**config.mk**
```make
export PLATFORM = sky130hd
export DESIGN_NAME = block_rms_meter
export DESIGN_NICKNAME = d
export VERILOG_FILES = /design/src/rtl/brm_pkg.sv /design/src/rtl/brm_root.sv /design/src/rtl/block_rms_meter.sv
export SDC_FILE = /design/constraint.sdc
export NUM_CORES = 1
export LEC_CHECK = 0
export BUFFER_PORTS_ARGS = -buffer_cell sky130_fd_sc_hd__buf_2
export CAP_MARGIN = 10
export CORE_UTILIZATION = 50
export DETAILED_ROUTE_END_ITERATION = 6
export PLACE_DENSITY_LB_ADDON = 0.2
export REMOVE_ABC_BUFFERS = 1
export SLEW_MARGIN = 15
export SYNTH_ARGS = -nofsm -noshare
export SYNTH_HDL_FRONTEND = slang
export SYNTH_SLANG_ARGS = --single-unit
```
**constraint.sdc**
```tcl
create_clock -name aclk -period 3.9 [get_ports aclk]
set_input_delay 0.39 -clock aclk [delete_from_list [all_inputs] [get_ports aclk]]
set_output_delay 0.39 -clock aclk [all_outputs]
set_load 0.005 [all_outputs]
```
**src/rtl/brm_pkg.sv**
```systemverilog
package brm_pkg;

    localparam int MAX_BLOCK   = 4096;
    localparam int SAMPLE_BITS = 16;
    localparam int LEN_BITS    = 13;
    localparam int SUM_BITS    = 42;
    localparam int RMS_BITS    = 16;
    localparam int MAG_BITS    = SAMPLE_BITS + 1;
    localparam int SQ_BITS     = 2 * MAG_BITS;
    localparam int ROOT_BITS   = SUM_BITS / 2;
    localparam int REM_BITS    = ROOT_BITS + 2;
    localparam int STEP_BITS   = 6;

    localparam logic [LEN_BITS-1:0] LEN_RESET = LEN_BITS'(735);
    localparam logic [LEN_BITS-1:0] LEN_MAX   = LEN_BITS'(MAX_BLOCK);

    localparam logic [STEP_BITS-1:0] MUL_LAST  = STEP_BITS'(MAG_BITS - 1);
    localparam logic [STEP_BITS-1:0] ACC_LAST  = STEP_BITS'(SUM_BITS - 1);
    localparam logic [STEP_BITS-1:0] DIV_LAST  = STEP_BITS'(SUM_BITS - 1);
    localparam logic [STEP_BITS-1:0] SQRT_LAST = STEP_BITS'(ROOT_BITS - 1);

    // Handshake between the accumulator sequencer and the divide/root unit.
    typedef struct packed {
        logic start;
        logic ack;
    } brm_req_t;

    typedef struct packed {
        logic busy;
        logic done;
    } brm_rsp_t;

endpackage

```
**src/rtl/brm_root.sv**
```systemverilog
module brm_root
    import brm_pkg::*;
(
    input  logic                 aclk,
    input  logic                 aresetn,
    input  brm_req_t             req,
    output brm_rsp_t             rsp,
    input  logic [SUM_BITS-1:0]  sum,
    input  logic [LEN_BITS-1:0]  len,
    output logic [RMS_BITS-1:0]  root
);

    typedef enum logic [3:0] {
        RT_IDLE = 4'b0001,
        RT_DIV  = 4'b0010,
        RT_SQRT = 4'b0100,
        RT_DONE = 4'b1000
    } rt_state_t;

    rt_state_t               state_reg, state_next;
    logic [STEP_BITS-1:0]    step_reg, step_next;
    logic [SUM_BITS-1:0]     work_reg, work_next;
    logic [LEN_BITS-1:0]     len_reg, len_next;
    logic [LEN_BITS-1:0]     drem_reg, drem_next;
    logic [ROOT_BITS-1:0]    q_reg, q_next;
    logic [REM_BITS-1:0]     r_reg, r_next;

    // One quotient bit per cycle: shift in the next dividend bit, try the length.
    logic [LEN_BITS:0]       drem_sh;
    logic [LEN_BITS:0]       drem_sub;
    logic                    dge;
    // One root bit per cycle: bring down a pair of radicand bits, try 4q+1.
    logic [REM_BITS+1:0]     r_sh;
    logic [REM_BITS+1:0]     r_try;
    logic [REM_BITS+1:0]     r_sub;
    logic                    rge;

    always_comb begin
        drem_sh  = {drem_reg, work_reg[SUM_BITS-1]};
        drem_sub = drem_sh - {1'b0, len_reg};
        dge      = (drem_sh >= {1'b0, len_reg});
        r_sh     = {r_reg, work_reg[SUM_BITS-1 -: 2]};
        r_try    = {2'b00, q_reg, 2'b01};
        r_sub    = r_sh - r_try;
        rge      = (r_sh >= r_try);
    end

    always_comb begin
        state_next = state_reg;
        step_next  = step_reg;
        work_next  = work_reg;
        len_next   = len_reg;
        drem_next  = drem_reg;
        q_next     = q_reg;
        r_next     = r_reg;
        case (state_reg)
            RT_IDLE: begin
                if (req.start) begin
                    work_next  = sum;
                    len_next   = len;
                    drem_next  = '0;
                    step_next  = '0;
                    state_next = RT_DIV;
                end
            end
            RT_DIV: begin
                drem_next = dge ? drem_sub[LEN_BITS-1:0] : drem_sh[LEN_BITS-1:0];
                work_next = {work_reg[SUM_BITS-2:0], dge};
                step_next = step_reg + 1'b1;
                if (step_reg == DIV_LAST) begin
                    step_next  = '0;
                    q_next     = '0;
                    r_next     = '0;
                    state_next = RT_SQRT;
                end
            end
            RT_SQRT: begin
                r_next    = rge ? r_sub[REM_BITS-1:0] : r_sh[REM_BITS-1:0];
                q_next    = {q_reg[ROOT_BITS-2:0], rge};
                work_next = {work_reg[SUM_BITS-3:0], 2'b00};
                step_next = step_reg + 1'b1;
                if (step_reg == SQRT_LAST) begin
                    state_next = RT_DONE;
                end
            end
            RT_DONE: begin
                if (req.ack) begin
                    state_next = RT_IDLE;
                end
            end
            default: begin
                state_next = RT_IDLE;
            end
        endcase
    end

    always_ff @(posedge aclk) begin
        if (!aresetn) begin
            state_reg <= RT_IDLE;
            step_reg  <= '0;
        end else begin
            state_reg <= state_next;
            step_reg  <= step_next;
        end
        work_reg <= work_next;
        len_reg  <= len_next;
        drem_reg <= drem_next;
        q_reg    <= q_next;
        r_reg    <= r_next;
    end

    assign rsp.busy = (state_reg != RT_IDLE);
    assign rsp.done = (state_reg == RT_DONE);
    assign root     = q_reg[RMS_BITS-1:0];

endmodule

```
**src/rtl/block_rms_meter.sv**
```systemverilog
// Channel   Direction  Handshake           Payload
// --------  ---------  ------------------  ---------------------------------
// sample    in         s_valid / s_ready   s_sample   (16 bit, signed Q1.15)
// rms       out        m_valid / m_ready   m_rms      (16 bit, unsigned)
// config    in         cfg_wr_en           cfg_wr_data (13 bit block length)
//
// After a sample is accepted, s_ready stays low while it passes through the serial
// squarer, the bit-serial accumulator and the check step, so a new sample is taken
// only once the last one has passed the check.
// A sample that closes a block adds a hand-off state. The divide/root unit then
// works out 42 quotient bits, then 21 root bits, and hands the result to the
// output register that drives m_valid.
// Reset (synchronous, aresetn low) clears the sum, the count and all control,
// and loads the block length with 735.
// A result waits in the output register, and the next sample is taken meanwhile.
// A later block end waits in the check step until the root unit has finished and
// handed its result on. With a block length of one, the root unit sets the pace
// of the block ends.
module block_rms_meter
    import brm_pkg::*;
(
    input  logic                          aclk,
    input  logic                          aresetn,
    input  logic                          s_valid,
    output logic                          s_ready,
    input  logic signed [SAMPLE_BITS-1:0] s_sample,
    output logic                          m_valid,
    input  logic                          m_ready,
    output logic        [RMS_BITS-1:0]    m_rms,
    input  logic                          cfg_wr_en,
    input  logic        [LEN_BITS-1:0]    cfg_wr_data
);

    // The sequencer walks one transaction through squaring, accumulation, the
    // block-end check and, at a block end, the root hand-off before it takes the next one.
    typedef enum logic [4:0] {
        ST_IDLE  = 5'b00001,
        ST_MUL   = 5'b00010,
        ST_ACC   = 5'b00100,
        ST_CHECK = 5'b01000,
        ST_ROOT  = 5'b10000
    } state_t;

    state_t                 state_reg, state_next;
    logic [STEP_BITS-1:0]   step_reg, step_next;
    logic [LEN_BITS-1:0]    blk_len_reg, blk_len_next;
    logic [LEN_BITS-1:0]    count_reg, count_next;
    logic [SUM_BITS-1:0]    sum_reg, sum_next;
    logic [MAG_BITS-1:0]    mag_reg, mag_next;
    logic [SQ_BITS-1:0]     prod_reg, prod_next;
    logic                   carry_reg, carry_next;
    logic                   m_valid_reg, m_valid_next;
    logic [RMS_BITS-1:0]    m_rms_reg, m_rms_next;

    logic [MAG_BITS-1:0]    sample_ext;
    logic [MAG_BITS-1:0]    sample_mag;
    logic [MAG_BITS:0]      part_sum;
    logic                   sum_bit;
    logic                   carry_out;
    logic [LEN_BITS-1:0]    len_eff;
    logic [LEN_BITS-1:0]    count_inc;
    logic                   block_end;
    logic                   out_free;

    brm_req_t               root_req;
    brm_rsp_t               root_rsp;
    logic [RMS_BITS-1:0]    root_value;

    brm_root u_root (
        .aclk    (aclk),
        .aresetn (aresetn),
        .req     (root_req),
        .rsp     (root_rsp),
        .sum     (sum_reg),
        .len     (len_eff),
        .root    (root_value)
    );

    always_comb begin
        // Magnitude of a Q1.15 sample; the most negative code gives 32768.
        sample_ext = {s_sample[SAMPLE_BITS-1], s_sample};
        sample_mag = s_sample[SAMPLE_BITS-1] ? (~sample_ext + 1'b1) : sample_ext;

        // Serial-parallel squarer: one multiplier bit per cycle, LSB first.
        part_sum = {1'b0, prod_reg[SQ_BITS-1:MAG_BITS]}
                 + (prod_reg[0] ? {1'b0, mag_reg} : '0);

        // Bit-serial adder for the running sum; the sum register rotates once.
        sum_bit   = sum_reg[0] ^ prod_reg[0] ^ carry_reg;
        carry_out = (sum_reg[0] & prod_reg[0]) | (carry_reg & (sum_reg[0] ^ prod_reg[0]));

        // A length of zero acts as one, anything above the maximum as the maximum.
        if (blk_len_reg == '0) begin
            len_eff = LEN_BITS'(1);
        end else if (blk_len_reg > LEN_MAX) begin
            len_eff = LEN_MAX;
        end else begin
            len_eff = blk_len_reg;
        end

        count_inc = count_reg + 1'b1;
        block_end = (count_inc >= len_eff);
        out_free  = !m_valid_reg || m_ready;
    end

    always_comb begin
        state_next   = state_reg;
        step_next    = step_reg;
        blk_len_next = cfg_wr_en ? cfg_wr_data : blk_len_reg;
        count_next   = count_reg;
        sum_next     = sum_reg;
        mag_next     = mag_reg;
        prod_next    = prod_reg;
        carry_next   = carry_reg;
        m_valid_next = m_valid_reg && !m_ready;
        m_rms_next   = m_rms_reg;
        root_req     = '0;
        case (state_reg)
            ST_IDLE: begin
                if (s_valid) begin
                    mag_next   = sample_mag;
                    prod_next  = {{MAG_BITS{1'b0}}, sample_mag};
                    step_next  = '0;
                    state_next = ST_MUL;
                end
            end
            ST_MUL: begin
                prod_next = {part_sum, prod_reg[MAG_BITS-1:1]};
                step_next = step_reg + 1'b1;
                if (step_reg == MUL_LAST) begin
                    step_next  = '0;
                    carry_next = 1'b0;
                    state_next = ST_ACC;
                end
            end
            ST_ACC: begin
                sum_next   = {sum_bit, sum_reg[SUM_BITS-1:1]};
                prod_next  = {1'b0, prod_reg[SQ_BITS-1:1]};
                carry_next = carry_out;
                step_next  = step_reg + 1'b1;
                if (step_reg == ACC_LAST) begin
                    // A carry out of the top bit means the sum overflowed: saturate.
                    if (carry_out) begin
                        sum_next = '1;
                    end
                    state_next = ST_CHECK;
                end
            end
            ST_CHECK: begin
                if (block_end) begin
                    // The root unit may still hold the previous block's result.
                    if (!root_rsp.busy) begin
                        root_req.start = 1'b1;
                        sum_next       = '0;
                        count_next     = '0;
                        state_next     = ST_ROOT;
                    end
                end else begin
                    count_next = count_inc;
                    state_next = ST_IDLE;
                end
            end
            ST_ROOT: begin
                state_next = ST_IDLE;
            end
            default: begin
                state_next = ST_IDLE;
            end
        endcase

        // The finished root moves to the output register once it is free.
        if (root_rsp.done && out_free) begin
            root_req.ack = 1'b1;
            m_valid_next = 1'b1;
            m_rms_next   = root_value;
        end
    end

    always_ff @(posedge aclk) begin
        if (!aresetn) begin
            state_reg   <= ST_IDLE;
            step_reg    <= '0;
            blk_len_reg <= LEN_RESET;
            count_reg   <= '0;
            sum_reg     <= '0;
            carry_reg   <= 1'b0;
            m_valid_reg <= 1'b0;
        end else begin
            state_reg   <= state_next;
            step_reg    <= step_next;
            blk_len_reg <= blk_len_next;
            count_reg   <= count_next;
            sum_reg     <= sum_next;
            carry_reg   <= carry_next;
            m_valid_reg <= m_valid_next;
        end
        mag_reg   <= mag_next;
        prod_reg  <= prod_next;
        m_rms_reg <= m_rms_next;
    end

    assign s_ready = (state_reg == ST_IDLE);
    assign m_valid = m_valid_reg;
    assign m_rms   = m_rms_reg;

    // The sample count is cleared at each block end and never reaches the maximum.
    a_count_range: assert property (@(posedge aclk) disable iff (!aresetn)
        count_reg < LEN_MAX)
        else $error("sample count out of range");

    // The root unit is never started while it still works on or holds a block.
    a_start_idle: assert property (@(posedge aclk) disable iff (!aresetn)
        root_req.start |-> !root_rsp.busy)
        else $error("root unit started while busy");

    // An accepted transaction always enters the squarer next.
    a_accept_mul: assert property (@(posedge aclk) disable iff (!aresetn)
        (s_valid && s_ready) |=> (state_reg == ST_MUL))
        else $error("accepted sample did not enter the squarer");

    // A handed-over root appears at the output in the next cycle.
    a_root_out: assert property (@(posedge aclk) disable iff (!aresetn)
        root_req.ack |=> (m_valid && m_rms == $past(root_value)))
        else $error("root result not presented");

endmodule
```
==> PnR_summary.wiki, run 1 <==
{| class="wikitable"
! Metric !! Value
|-
| Via count of the routed design || 10300
|-
| Instance count of the mapped netlist || 1402
|-
| Pre-CTS WS || 0.0533 ns
|-
| Static leakage power || 6.45 nW
|-
| Drt drc || 0
|-
| Critical path data arrival time || 4.00 ns
|-
| Combined area of the multi-input logic cells || 6450 um^2
|-
| Met3 wire length || 1040 um
|-
| Final design utilization || 0.570
|-
| Most prevalent standard cell on the critical path || ha_1
|-
| Synthesized area per cell || 10.2 um^2
|-
| Ratio of cells with drive above 1 in the final layout || 0.111
|-
| Post-synthesis cell area || 14300 um^2
|-
| Clock input transition at the sequential cells of the worst setup and hold paths || 0.06 ns
|-
| TritonCTS buffer count || 28
|-
| Commonest cells after routing, fill and taps aside || edfxtp_1, nor2_1, nand2_1
|-
| Endpoint of the worst register-to-register path || count_reg[2]
|-
| Sequential standard cell area || 7200 um^2
|-
| R2R Setup Slk || 0.38 ns
|-
| Area after detailed placement || 15000 um^2
|-
| Die outline area || 29200 um^2
|-
| Final worst slack || 0.384 ns
|-
| Area of the core || 27900 um^2
|-
| Capturing element of the worst setup path || count_reg[2]
|-
| Total power divided by cell area || 413 nW/um^2
|-
| Site Rows || 61
|-
| Clk Latency, worst-skew pair || 0.55 ns
|-
| CTS hold repair buffers || 0
|-
| Vias in the first global route || 9872
|-
| Number of buffers between clock root and the deepest sink || 3
|-
| Max-cap violations || 0
|-
| Final non-filler cell area || 15900 um^2
|-
| Global routing usage summed across all routing layers || 0.191
|-
| RSZ-0062 raised after global routing || no
|-
| Deepest level of the CTS H-tree || 1
|-
| Initial DRC Count || 789
|-
| Yosys Warn Count || 0
|-
| Cell count of the worst reg-to-reg path || 15
|-
| Min Hold Slack || 0.0549 ns
|-
| Final-report setup violation count || 0
|-
| Ports placed on the boundary || 52
|-
| Slowest cell on crit path || dfxtp_1
|-
| Antenna violations before repair || 0
|-
| Final-report hold violation count || 0
|-
| Sum of internal, switching and leakage power || 6.58 mW
|-
| Post-detailed-route count of antenna-violating nets || 0
|-
| Worst setup skew after layout || 0.0224 ns
|-
| Largest fanout of any net on the critical path || 12
|-
| Clock period minus worst slack || 3.52 ns
|-
| TritonCTS clock tree || done
|-
| Startpoint types || flop
|-
| First-pass GRT wire length || 46600 um
|-
| Post-detail-place hpwl || 18600 um
|-
| Sequential share of the synthesized area || 0.504
|-
| Total grt overflow || 0
|-
| Overall routed net length || 27400 um
|-
| Worst Max-Slew Pin Slew || 1.06 ns
|-
| Layout-stage area growth over the synthesis result || 11.6%
|-
| Drt pass-1 iters || 7
|-
| Height of the chip || 171 um
|-
| Setup CP Type || reg2reg
|-
| Async set-or-reset flop fraction in the synthesized netlist || 0
|-
| Clock tree root buffer cell || clkbuf_16
|-
| Number of nets at the end of the flow || 1559
|-
| Average vias per placed instance || 5.59
|-
| Post-synth EDFFs || 179
|-
| Required time of the worst setup path || 4.38 ns
|-
| Class of the worst hold path || in2reg
|-
| Kind of end point of the critical path || flop
|-
| Most common flop cell mapped by yosys || edfxtp_1
|-
| Amount of wire on met2 after detailed routing || 13000 um
|-
| Status || complete, no violations
|-
| Input/output buffers || 51
|-
| FF+latch count, synth || 270
|-
| Finished Layout Cells || 1848
|-
| FMAX || 0.284 GHz
|-
| Fin crit share || 0.901
|-
| Placer congestion estimate || 0.867
|-
| Number of distinct library cells after synthesis || 78
|-
| Max-slew violation count || 0
|-
| Horiz. Die Dim || 171 um
|-
| Starting utilization of the core area || 0.511
|-
| Cell count after placement || 1792
|-
| Worst flop-to-flop path startpoint || count_reg[0]
|-
| Final-layout fill cell count || 2431
|-
| Wl on met1 || 12800 um
|-
| Maximum VDD drop || 0.295 mV
|-
| Avg WL per Cell || 14.8 um
|-
| Setup TNS || 0 ns
|-
| Pin count of the biggest net entering global routing || 53
|-
| Highest cell delay on the worst timing path || 0.42 ns
|-
| Ant. Diodes || 0
|-
| Most frequent standard cell in the layout excluding fill and tap cells || edfxtp_1
|-
| Clk sinks || 270
|-
| Critical Path, Cell by Cell || ha_1 > nand3_1 > nor3_1 > and3_1 > xor2_1 > ha_1 > o211ai_1 > nor2_1 > a21oi_1 > o21ai_1 > o21ai_2 > buf_4 > nand3_2 > nor3b_1 > a21o_1
|-
| Remaining max-slew budget at the tightest pin || 0.293
|-
| Startpoint of the most critical setup path || count_reg[0]
|-
| Topmost layer with routed signal wires || met4
|}
==> critical path: cells and delay by family (launching register included) <==
family                   cells  cell delay (ns)
adder cells (fa/ha/maj)      2             0.53
XOR/XNOR                     1             0.21
buffers and inverters        1             0.17
AO/OA/AOI/OAI                5             0.73
flip-flops                   1             0.42
AND/OR/NAND/NOR              6             1.38
==> area by class of cell <==
| class | instances | share of cell area |
|---|---|---|
| Tap cell | 378 | 0.0297 |
| Timing Repair Buffer | 75 | 0.0297 |
| Inverter | 107 | 0.0252 |
| Clock inverter | 19 | 0.00927 |
| Clock buffer | 33 | 0.0490 |
| Multi-Input combinational cell | 966 | 0.405 |
| Sequential cell | 270 | 0.452 |
==> per-layer routing <==
metal  vias up  GRT usage
li1       5185          -
met1      4895      0.252
met2       208      0.335
met3        35     0.0224
met4         0     0.0454
met5         -          0
==> cell families after synthesis <==
family / share of synthesized area
XOR/XNOR: 0.0381
other: 0.000263
AND/OR/NAND/NOR: 0.149
flip-flops: 0.504
adder cells (fa/ha/maj): 0.0691
AO/OA/AOI/OAI: 0.175
buffers and inverters: 0.0454
multiplexers: 0.0187
==> worst min path at each step <==
stage	start	to	slack (ns)	depth (start not counted)
final	cfg_wr_data[0]	blk_len_reg[0]	0.05	3
after global routing	cfg_wr_data[3]	blk_len_reg[3]	0.05	3
after CTS	cfg_wr_data[0]	blk_len_reg[0]	0.03	3
after detailed placement	u_root.q_reg[13]	m_rms[13]	0.44	0
after global placement	u_root.q_reg[13]	m_rms[13]	0.43	0
after floorplan	u_root.q_reg[0]	m_rms[0]	0.43	0
==> synthesized netlist by cell type, drive strengths merged (3+ instances only) <==
cell | number | share of area
nand3b | 4 | 0.0021
nand2b | 15 | 0.0066
mux2i | 21 | 0.015
nand3 | 23 | 0.0081
o21a | 11 | 0.0058
edfxtp | 179 | 0.38
a222oi | 40 | 0.028
or3 | 11 | 0.0052
a22o | 12 | 0.0074
o21ai | 88 | 0.031
nor4b | 4 | 0.0035
and3 | 7 | 0.0031
a21oi | 74 | 0.026
or3b | 3 | 0.0018
a21o | 24 | 0.013
o21bai | 3 | 0.0016
o41ai | 4 | 0.0030
nor4 | 6 | 0.0026
ha | 74 | 0.065
or2 | 7 | 0.0031
mux2 | 5 | 0.0039
and2 | 23 | 0.010
nor3 | 21 | 0.0074
a21boi | 48 | 0.025
clkbuf | 46 | 0.012
xnor2 | 42 | 0.026
xor2 | 20 | 0.012
a211oi | 4 | 0.0021
dfxtp | 91 | 0.13
or4 | 4 | 0.0021
nand4 | 6 | 0.0026
inv | 107 | 0.028
nor3b | 10 | 0.0061
nor2b | 21 | 0.0092
o22ai | 3 | 0.0013
fa | 3 | 0.0042
nor2 | 134 | 0.035
o31ai | 11 | 0.0058
nand2 | 135 | 0.036
nand4b | 3 | 0.0018
a32o | 6 | 0.0042
o211ai | 3 | 0.0016
a31oi | 6 | 0.0031
a211o | 3 | 0.0018
buf | 13 | 0.0052
==> power by group <==
part,total [mW],internal (mW),switching [mW]
combinational,0.686,0.286,0.400
sequential,3.26,3.20,0.0650
clock,2.63,1.50,1.12
total,6.58,4.99,1.59
==> repair_timing <==
action | in CTS | in global routing
gates resized for setup | 0 | 4
buffers inserted | 0 | 4
endpoints found under the setup margin | 0 | 57
No activity file was read; power rests on OpenSTA's default activity.
==> run 2, diff against run 1 <==
--- a/config.mk
+++ b/config.mk
@@ -5,7 +5,7 @@
 export SDC_FILE = /design/constraint.sdc
 export NUM_CORES = 1
 export LEC_CHECK = 0
-export BUFFER_PORTS_ARGS = -buffer_cell sky130_fd_sc_hd__buf_2
+export BUFFER_PORTS_ARGS = -buffer_cell sky130_fd_sc_hd__clkbuf_2
 export CAP_MARGIN = 10
 export CORE_UTILIZATION = 50
 export DETAILED_ROUTE_END_ITERATION = 6
==> run 2 against run 1 <==
  * Power up 3.4%
  * Clock skew down 0.011 ns
  * Largest power group unchanged
  * Sequential cell count unchanged
  * Non-clock buffer count down 3
  * The run now ends with design-rule violations left
  * Die area unchanged
  * Final cell count about the same
  * Largest cell class unchanged
  * Clock power up 8.4%
  * Combinational power about the same
  * Via count down 0.53%
  * Sequential share of layout area down 0.20 points
  * Final area up 0.44%
==> PnR_summary.wiki, run 2 (same netlist as run 1, synthesis figures left out) <==
{| class="wikitable"
! Metric !! Value
|-
| Status || complete, but fails checks
|-
| Violations in the final reports || design-rule violations
|-
| Input/output buffers || 51 (unchanged)
|-
| Placer congestion estimate || 0.876 (+1.0%)
|-
| Post-CTS Repair Setup Buffers || 0 (unchanged)
|-
| Antenna violations before repair || 0 (unchanged)
|-
| TritonCTS buffer count || 30 (+7.1%)
|-
| Clock input transition at the sequential cells of the worst setup and hold paths || 0.06 ns (about the same)
|-
| Sequential standard cell area || 7200 um^2 (unchanged)
|-
| FMAX || 0.286 GHz (+0.46%)
|-
| Slowest cell on crit path || dfxtp_1
|-
| Global routing usage summed across all routing layers || 0.194 (+0.00313)
|-
| Die outline area || 29200 um^2 (unchanged)
|-
| Overall routed net length || 27800 um (+1.5%)
|-
| Pre-CTS WS || 0.328 ns (+0.275 ns)
|-
| R2R Setup Slk || 0.40 ns (+0.02 ns)
|-
| Pin count of the biggest net entering global routing || 62 (+17%)
|-
| Clock tree root buffer cell || clkbuf_16
|-
| Kind of end point of the critical path || flop
|-
| Worst Max-Slew Pin Slew || 1.04 ns (-0.0210 ns)
|-
| Clock period minus worst slack || 3.50 ns (-0.0163 ns)
|-
| Critical path data arrival time || 3.91 ns (-0.09 ns)
|-
| Largest fanout of any net on the critical path || 43 (+31)
|-
| Remaining max-slew budget at the tightest pin || 0.307 (+0.0141)
|-
| Highest cell delay on the worst timing path || 0.41 ns (about the same)
|-
| Setup CP Type || reg2reg
|-
| Hold Path Cell Cnt || 3 (unchanged)
|-
| Combined area of the multi-input logic cells || 6450 um^2 (unchanged)
|-
| Total grt overflow || 0 (unchanged)
|-
| Final-layout fill cell count || 2385 (-1.9%)
|-
| Post-detailed-route count of antenna-violating nets || 0 (unchanged)
|-
| Avg WL per Cell || 15.0 um (+1.4%)
|-
| Starting utilization of the core area || 0.511 (unchanged)
|-
| First-pass GRT wire length || 46900 um (+0.66%)
|-
| Initial DRC Count || 814 (+3.2%)
|-
| Average vias per placed instance || 5.55 (-0.59%)
|-
| Sum of internal, switching and leakage power || 6.80 mW (+3.4%)
|-
| Most frequent standard cell in the layout excluding fill and tap cells || edfxtp_1
|-
| Final non-filler cell area || 16000 um^2 (+0.44%)
|-
| Fin crit share || 0.897 (-0.00417)
|-
| Layout-stage area growth over the synthesis result || 12.1%
|-
| Required time of the worst setup path || 4.31 ns (-0.07 ns)
|-
| Commonest cells after routing, fill and taps aside || edfxtp_1, nor2_1, nand2_1
|-
| Worst-case hold path end point || blk_len_reg[0]
|-
| Horiz. Die Dim || 171 um (unchanged)
|-
| Clk Latency, worst-skew pair || 0.55 ns (about the same)
|-
| Area of the core || 27900 um^2 (unchanged)
|-
| Clk sinks || 270 (unchanged)
|-
| Static leakage power || 6.50 nW (+0.69%)
|-
| Final-report setup violation count || 0 (unchanged)
|-
| Class of the worst hold path || in2reg
|-
| Post-CTS sizing || 0 (unchanged)
|-
| CTS hold repair buffers || 0 (unchanged)
|-
| Number of buffers between clock root and the deepest sink || 3 (unchanged)
|-
| Ports placed on the boundary || 52 (unchanged)
|-
| HP Start || cfg_wr_data[0]
|-
| Cell count of the worst reg-to-reg path || 16 (+1)
|-
| Drt pass-1 iters || 7 (unchanged)
|-
| RSZ-0062 raised after global routing || no
|-
| Max-slew violation count || 0 (unchanged)
|-
| Deepest level of the CTS H-tree || 1 (unchanged)
|-
| Vias in the first global route || 10000 (+1.5%)
|-
| Site Rows || 61 (unchanged)
|-
| TritonCTS clock tree || done
|-
| Worst setup skew after layout || 0.0118 ns (-0.0106 ns)
|-
| Drt drc || 3 (+3)
|-
| Number of nets at the end of the flow || 1558 (-0.064%)
|-
| Area after detailed placement || 15000 um^2 (about the same)
|-
| Critical Path, Cell by Cell || ha_1 > nand3_1 > nor3_2 > and3_1 > xor2_1 > ha_1 > o211ai_1 > nor2_1 > nand2_1 > o21ai_0 > o21ai_1 > o21a_1 > inv_1 > buf_12 > mux2i_1 > nor2_1
|-
| Worst flop-to-flop path startpoint || count_reg[0]
|-
| Total power divided by cell area || 425 nW/um^2 (+2.9%)
|-
| Ant. Diodes || 0 (unchanged)
|-
| Endpoint of the worst register-to-register path || u_root.step_reg[1]
|-
| Maximum VDD drop || 0.255 mV (-14%)
|-
| Ratio of cells with drive above 1 in the final layout || 0.110 (-0.000755)
|-
| Min Hold Slack || 0.0708 ns (+0.0159 ns)
|-
| Height of the chip || 171 um (unchanged)
|-
| Final worst slack || 0.400 ns (+0.0163 ns)
|-
| Startpoint types || flop
|-
| Final-report hold violation count || 0 (unchanged)
|-
| Max-cap violations || 0 (unchanged)
|-
| Via count of the routed design || 10300 (-0.53%)
|-
| Post-detail-place hpwl || 18800 um (+1.0%)
|}
==> run 2: cell type report <==
class | instances | area share
inverters | 107 | 0.0251
clock inverters | 18 | 0.0106
multi-input cells | 966 | 0.403
clock buffers | 38 | 0.0533
flip-flops and latches | 270 | 0.450
well taps | 378 | 0.0296
repair buffers | 72 | 0.0282
==> run 2: power breakdown <==
group          internal, mW  leakage, nW  switching (mW)
Clock                  1.68        0.490            1.16
Sequential             3.20         2.22          0.0656
Combinational         0.286         3.79           0.400
Total                  5.17         6.50            1.63
==> run 2: how the worst max path moves through the flow <==
stage,end,cells after the start,startpoint
after floorplan,sum_reg[0],12,count_reg[0]
after global placement,count_reg[8],15,count_reg[0]
after detailed placement,count_reg[8],15,count_reg[0]
after CTS,count_reg[8],15,count_reg[0]
after global routing,u_root.step_reg[1],16,count_reg[0]
final,u_root.step_reg[1],16,count_reg[0]
==> run 2: layer usage <==
metal  global-route usage  wire [um]  share of wire  vias to the layer above
li1                     -          -              -                     5180
met1                0.253      13100           0.47                     4889
met2                0.341      13400           0.48                      165
met3               0.0259        859          0.031                       34
met4               0.0477        475          0.017                        0
met5                    0          0              0                        -
==> run 2: critical path, delay by kind of cell, from the launching register on <==
family / cells / cell delay, ns
compound gates: 4 / 0.71
fa+ha+maj: 2 / 0.56
xor+xnor: 1 / 0.09
mux: 1 / 0.21
simple gates: 6 / 1.01
flops: 1 / 0.41
buf+inv: 2 / 0.37
==> run 2: through the flow <==
stage                     utilization  cells  setup TNS (ns)
after global routing            0.573   1849               0
after floorplan                     -   1343          -14.16
final                           0.573   1849               0
after detailed placement        0.536   1793               0
after global placement          0.536   1793               0
after CTS                       0.572   1849               0
